===== config.mk =====
export PLATFORM = sky130hd
export DESIGN_NAME = strmm_ctrl
export DESIGN_NICKNAME = d
export VERILOG_FILES = /design/src/rtl/strmm_pkg.sv /design/src/rtl/strmm_ctrl.sv
export VERILOG_INCLUDE_DIRS = /design/src /design/src/rtl
export SDC_FILE = /design/constraint.sdc
export NUM_CORES = 1
export LEC_CHECK = 0
export BUFFER_PORTS_ARGS = -buffer_cell sky130_fd_sc_hd__buf_2
export CAP_MARGIN = 30
export CORE_MARGIN = 2
export CORE_UTILIZATION = 50
export DETAILED_ROUTE_END_ITERATION = 10
export GPL_TIMING_DRIVEN = 1
export PLACE_DENSITY_LB_ADDON = 0.3
export SLEW_MARGIN = 25
export SYNTH_ARGS = -nofsm -noshare
export SYNTH_HDL_FRONTEND = slang
export SYNTH_SLANG_ARGS = --single-unit

===== constraint.sdc =====
create_clock -name clk -period 5.05 [get_ports clk]
set_clock_uncertainty 0.05 [all_clocks]
set_input_delay 0.505 -clock clk [delete_from_list [all_inputs] [get_ports clk]]
set_output_delay 0.505 -clock clk [all_outputs]
set_load 0.01 [all_outputs]

===== src/rtl/sparse_table_range_min_max_macros.svh =====
// Assertion macros shared by the sparse table range query RTL.
`ifndef SPARSE_TABLE_RANGE_MIN_MAX_MACROS_SVH
`define SPARSE_TABLE_RANGE_MIN_MAX_MACROS_SVH

// Same-cycle implication, disabled while reset is asserted.
`define STRMM_ASSERT_IMPL(lbl, clk_i, rstn_i, ante, cons) \
	lbl: assert property (@(posedge clk_i) disable iff (!rstn_i) (ante) |-> (cons)) \
		else $error("strmm: assertion failed");

// Next-cycle implication, disabled while reset is asserted.
`define STRMM_ASSERT_NEXT(lbl, clk_i, rstn_i, ante, cons) \
	lbl: assert property (@(posedge clk_i) disable iff (!rstn_i) (ante) |=> (cons)) \
		else $error("strmm: assertion failed");

`endif


===== src/rtl/strmm_pkg.sv =====
// Shared types and constants of the sparse table range query engine.
package strmm_pkg;

	localparam int POS_W = 10;
	localparam int VAL_W = 32;
	localparam int CNT_W = 11;

	typedef enum logic [1:0] {
		CMD_LOAD  = 2'd0,
		CMD_BUILD = 2'd1,
		CMD_QUERY = 2'd2,
		CMD_NOP   = 2'd3
	} cmd_t;

	typedef enum logic [1:0] {
		ST_OK        = 2'd0,
		ST_REVERSED  = 2'd1,
		ST_NOT_BUILT = 2'd2,
		ST_BEYOND    = 2'd3
	} status_t;

	typedef enum logic [1:0] {
		RD_BLD_A = 2'd0,
		RD_BLD_B = 2'd1,
		RD_Q_A   = 2'd2,
		RD_Q_B   = 2'd3
	} rd_sel_t;

	typedef struct packed {
		logic    capture;
		logic    load_wr;
		logic    bld_init;
		logic    bld_next_j;
		logic    bld_next_k;
		logic    q_check;
		logic    rd_en;
		rd_sel_t rd_sel;
		logic    hold_a;
		logic    tbl_wr;
		logic    set_built;
		logic    finish;
	} dp_cmd_t;

	typedef struct packed {
		logic q_err;
		logic bld_empty;
		logic last_j;
		logic last_k;
	} dp_sts_t;

endpackage


===== src/rtl/strmm_ctrl.sv =====
// Controller state machine sequencing load, build and query words.
`include "sparse_table_range_min_max_macros.svh"

module strmm_ctrl import strmm_pkg::*; (
	input  logic       clk,
	input  logic       arst_n,
	input  logic       start,
	input  logic [1:0] item_cmd,
	input  dp_sts_t    sts,
	output logic       busy,
	output dp_cmd_t    dp_cmd
);

	typedef enum logic [9:0] {
		S_IDLE   = 10'b00_0000_0001,
		S_SIMPLE = 10'b00_0000_0010,
		S_BINIT  = 10'b00_0000_0100,
		S_BRDA   = 10'b00_0000_1000,
		S_BRDB   = 10'b00_0001_0000,
		S_BWR    = 10'b00_0010_0000,
		S_QCHK   = 10'b00_0100_0000,
		S_QRDA   = 10'b00_1000_0000,
		S_QRDB   = 10'b01_0000_0000,
		S_QCMP   = 10'b10_0000_0000
	} state_t;

	state_t state_q;
	state_t state_d;

	always_ff @(posedge clk or negedge arst_n) begin
		if (!arst_n) begin
			state_q <= S_IDLE;
		end else begin
			state_q <= state_d;
		end
	end

	always_comb begin
		state_d = state_q;
		dp_cmd  = '0;
		case (state_q)
			S_IDLE: begin
				if (start) begin
					dp_cmd.capture = 1'b1;
					case (item_cmd)
						CMD_BUILD: state_d = S_BINIT;
						CMD_QUERY: state_d = S_QCHK;
						default:   state_d = S_SIMPLE;
					endcase
				end
			end
			S_SIMPLE: begin
				dp_cmd.load_wr = 1'b1;
				dp_cmd.finish  = 1'b1;
				state_d        = S_IDLE;
			end
			S_BINIT: begin
				dp_cmd.bld_init = 1'b1;
				if (sts.bld_empty) begin
					dp_cmd.set_built = 1'b1;
					dp_cmd.finish    = 1'b1;
					state_d          = S_IDLE;
				end else begin
					state_d = S_BRDA;
				end
			end
			S_BRDA: begin
				dp_cmd.rd_en  = 1'b1;
				dp_cmd.rd_sel = RD_BLD_A;
				state_d       = S_BRDB;
			end
			S_BRDB: begin
				dp_cmd.rd_en  = 1'b1;
				dp_cmd.rd_sel = RD_BLD_B;
				dp_cmd.hold_a = 1'b1;
				state_d       = S_BWR;
			end
			S_BWR: begin
				dp_cmd.tbl_wr = 1'b1;
				if (!sts.last_j) begin
					dp_cmd.bld_next_j = 1'b1;
					state_d           = S_BRDA;
				end else if (!sts.last_k) begin
					dp_cmd.bld_next_k = 1'b1;
					state_d           = S_BRDA;
				end else begin
					dp_cmd.set_built = 1'b1;
					dp_cmd.finish    = 1'b1;
					state_d          = S_IDLE;
				end
			end
			S_QCHK: begin
				dp_cmd.q_check = 1'b1;
				if (sts.q_err) begin
					dp_cmd.finish = 1'b1;
					state_d       = S_IDLE;
				end else begin
					state_d = S_QRDA;
				end
			end
			S_QRDA: begin
				dp_cmd.rd_en  = 1'b1;
				dp_cmd.rd_sel = RD_Q_A;
				state_d       = S_QRDB;
			end
			S_QRDB: begin
				dp_cmd.rd_en  = 1'b1;
				dp_cmd.rd_sel = RD_Q_B;
				dp_cmd.hold_a = 1'b1;
				state_d       = S_QCMP;
			end
			S_QCMP: begin
				dp_cmd.finish = 1'b1;
				state_d       = S_IDLE;
			end
			default: begin
				state_d = S_IDLE;
			end
		endcase
	end

	assign busy = (state_q != S_IDLE);

	`STRMM_ASSERT_NEXT(a_accept_leaves_idle, clk, arst_n, start && state_q == S_IDLE, state_q != S_IDLE)
	`STRMM_ASSERT_IMPL(a_write_after_read, clk, arst_n, dp_cmd.tbl_wr, $past(dp_cmd.rd_en))
	`STRMM_ASSERT_NEXT(a_finish_to_idle, clk, arst_n, dp_cmd.finish, state_q == S_IDLE)

endmodule


Word-level counts from Yosys, hierarchy flattened

Cells that the tools add are included.

Logic and storage cells: 42
Register bits: 10
Input port bits: 9
Output and inout port bits: 14

Reduce and logical (&&, ||, !) cells: 2
Muxes and demuxes: 25
Eq/ne operators: 14

Operators by type and width:

| kind                   | count |
|---|---|
| $pmux W10 S8           | 1 |
| $mux W10               | 2 |
| $pmux W7 S2            | 1 |
| $pmux W3 S4            | 1 |
| $mux W1                | 11 |
| $eq A10 B1 Y1 const B  | 1 |
| $eq A10 B10 Y1 const B | 1 |
| $eq A10 B2 Y1 const B  | 1 |
| $eq A10 B3 Y1 const B  | 1 |
| $eq A10 B4 Y1 const B  | 1 |
| $eq A10 B5 Y1 const B  | 1 |
| $eq A10 B6 Y1 const B  | 1 |
| $eq A10 B7 Y1 const B  | 1 |
| $eq A10 B8 Y1 const B  | 1 |
| $eq A10 B9 Y1 const B  | 1 |
| $ne A10 B1 Y1 const B  | 1 |
| $mux W2                | 4 |
| $mux W4                | 2 |
| $mux W8                | 1 |
| $pmux W1 S4            | 1 |
| $reduce_or A2 Y1       | 2 |
| $eq A2 B1 Y1 const B   | 1 |
| $eq A2 B2 Y1 const B   | 1 |
| $ne A2 B2 Y1 const B   | 1 |
| $pmux W1 S2            | 1 |

Logic depth before layout (Yosys ltp)

Word-level depth: 4
Depth in mapped cells: 5
Gate-level depth less buffers: 5

Least setup slack after synthesis

No wires, ideal clock.

Path kind: register to output
Start: register state_q[5]
End: output port dp_cmd[0] (netlist name)
Setup slack: 3.082 ns
Required time: 4.495 ns
Arrival: 1.413 ns
Buffers on the path: 0
Stages on the path, launching flop included: 5
Cell sequence: dfrtp_1 > nor4_4 > nand4_1 > o221ai_1 > a311o_1

RTL lines:

| element                  | line             | text |
|---|---|---|
| start: declaration       | strmm_ctrl.sv:27 | `state_t state_q;` |
| start signal: assignment | strmm_ctrl.sv:34 | `state_q <= state_d;` |
| end: declaration         | strmm_ctrl.sv:11 | `output dp_cmd_t dp_cmd` |

==> out/results.tsv <==
metric	value	unit
tightest_slew	0.455	ns
cts_resized	0	
critPathMaxFanout	6	
required	4.49	ns
synth.largest_area_cell	dfrtp_1	
n_fill_cell	114	
seqPwrFrac	37.3	%
ant_nets	0	
placed_cells	103	
insertion_delay	0.26	ns
ys_warn_count	0	
power_leakage	0.000485	uW
relSlewSlack	69.3	%
grt_pass1_vias	539	
clockBufferDepth	2	
period_share	51.5	%
postSynthAreaPerCell	10.0	um2
synth_area_leaders	dfrtp_1 34%, nor4_4 6.4%, and4b_1 4.5%	
viasPerCell	5.68	
cts-root-buf	clkbuf_4	
yosysTopAreaCellShare	34.1	%
ys_types	30	
die_w	40.4	um
fin_area	826	um2
synth-seq-cells	10	
final_cells	107	
crit_path_start_kind	flip-flop	
grt_max_degree	11	
synth.cell_area	661	um2
cts-buffers-inserted	3	
grt_pass1_wl	2330	um
dp_hpwl	1200	um
internal_power	183	uW
drc	0	
num-nets-final	104	
core	0.00127	mm2
port_buffers	22	
io_pins	23	
largestRegisters	state_q x10	
grt_remaining_overflow	0	
cts_hold_buf	0	
placed_area	790	um2
row_count	13	
cts_setup_buffers	0	
power_density	336	mW/mm2
p_sw	94.2	uW
grtUsageTotal	21.7	%
combPwrFrac	37.8	%
swShare	34.0	%
wire_per_inst	13.7	um
setup_viol	0	
finalHoldViolations	0	
yosysSeqAreaShare	38.1	%
period_needed	2.60	ns
h-tree-depth	1	
rsz0062_at_grt	false	
top_register	state_q	
end_kind	primary output	
firstDrtPassIters	5	
vdd_ir_drop_max	0.215	mV
fp.dieH	40.4	um
outcome	finished, final reports clean	
p_total	277	uW
timing.fmax	385	MHz
maxCapViolCount	0	
first_iter_violations	5	
post-place-ws	2.75	ns
worstHoldPathType	primary input to async pin	
drive_gt1_share	40.2	%
gp_congestion	0.796	
largest_reg_flops	10	
syn_to_final_growth	25.0	%
netlist_instances	66	
antenna_found_initial	0	
dieArea	0.00163	mm2
maxSlewViolCount	0	
p_clk_share	24.9	%
fin_tns_setup	0	ns
arrival	2.04	ns
num_vias	608	
cts_sinks	10	
cts_tree	yes	
layout_setup_ws	2.45	ns
clk_pin_slew	0.07	ns
start_util	52.1	%
antenna_cells	0	
synth.net_count	77	
crit_type	flip-flop to primary output	
drt_wl_total	1470	um
cells in the final DEF (no fill, tap or decap), types with 2 or more instances in the layout:
master | synthesis | layout
ha_1 | 2 | 2
and3_2 | 3 | 3
dfrtp_1 | 9 | 9
inv_1 | 7 | 7
nand4_1 | 4 | 4
nor2b_1 | 2 | 2
buf_2 | 0 | 22
nor4_4 | 2 | 2
nor4b_1 | 2 | 2
clkbuf_4 | 0 | 3
nand2_1 | 3 | 3
and4b_1 | 3 | 3
nor3_1 | 2 | 2
a311o_1 | 2 | 2
nor2_1 | 8 | 8
power groups by stage:
stage | Clock [uW] | Combinational, uW | Sequential (uW)
after floorplan | 0 | 73.9 | 101
after global placement | 0 | 103 | 104
after detailed placement | 0 | 104 | 105
after CTS | 71.4 | 105 | 103
after global routing | 76.1 | 117 | 105
final | 69.1 | 105 | 103
cells by family after synthesis:
group / count (synthesis) / synth area share, %
AO/OA/AOI/OAI: 7 / 9.09
AND/OR/NAND/NOR: 38 / 42.4
adder cells (fa/ha/maj): 2 / 3.79
XOR/XNOR: 2 / 2.65
buffers and inverters: 7 / 3.98
flip-flops: 10 / 38.1
cell type report:
class | count | area [um2] | share of cell area (%)
Sequential cell | 10 | 251 | 30.5
Tap cell | 15 | 18.8 | 2.27
Multi-Input combinational cell | 49 | 383 | 46.4
Timing Repair Buffer | 22 | 110 | 13.3
Clock buffer | 4 | 36.3 | 4.39
Inverter | 7 | 26.3 | 3.18
metrics by stage:
stage | hold WS (ns) | util (%)
finish | 0.0425 | 65.1
detailed placement | 0.318 | 62.2
CTS | 0.0375 | 65.1
global placement | 0.318 | 62.2
global route | 0.0459 | 65.1
floorplan | 0.159 | -
final timing paths:
check | slack, ns | cells past startpoint | endpoint | start
worst max-delay path | 2.45 | 5 | dp_cmd[5] | state_q[7]$_DFFE_PN0P_
worst min-delay path | 0.04 | 1 | state_q[6]$_DFFE_PN0P_ | arst_n
worst max register to register | 3.23 | 5 | state_q[0]$_DFFE_PN1P_ | state_q[1]$_DFFE_PN0P_
worst min register to register | 0.57 | 1 | state_q[5]$_DFFE_PN0P_ | state_q[9]$_DFFE_PN0P_
max in group asynchronous | 4.65 | 1 | state_q[0]$_DFFE_PN1P_ | arst_n
min in group clk | 0.38 | 2 | state_q[7]$_DFFE_PN0P_ | sts[3]
critical path, stage by stage, from the launching register on:
cell and delay (ns):
dfrtp_1 0.46, nor4_4 0.42, nand2_1 0.14, nor4b_1 0.47, or2_2 0.19, buf_2 0.12
cells in the mapped netlist (all sizes together):
library cell	number
inv	7
nand2	3
nand4	4
a21o	1
and2	1
a2111oi	1
o21ai	1
nor3	2
xor2	1
nor4b	2
nor2	8
xnor2	1
nor2b	2
dfrtp	9
or2	1
o2bb2ai	1
a311o	2
and3	4
nor3b	1
ha	2
nand3	1
nor4	3
and3b	1
o221ai	1
and4b	5
dfstp	1
per-layer routing:
metal	vias up	GRT usage [%]	wire length [um]
li1	302	-	-
met1	280	26.6	655
met2	24	38.1	708
met3	2	1.67	95
met4	0	10.0	12
met5	-	0	0
Note: power is estimated with default switching activity, not from simulation.
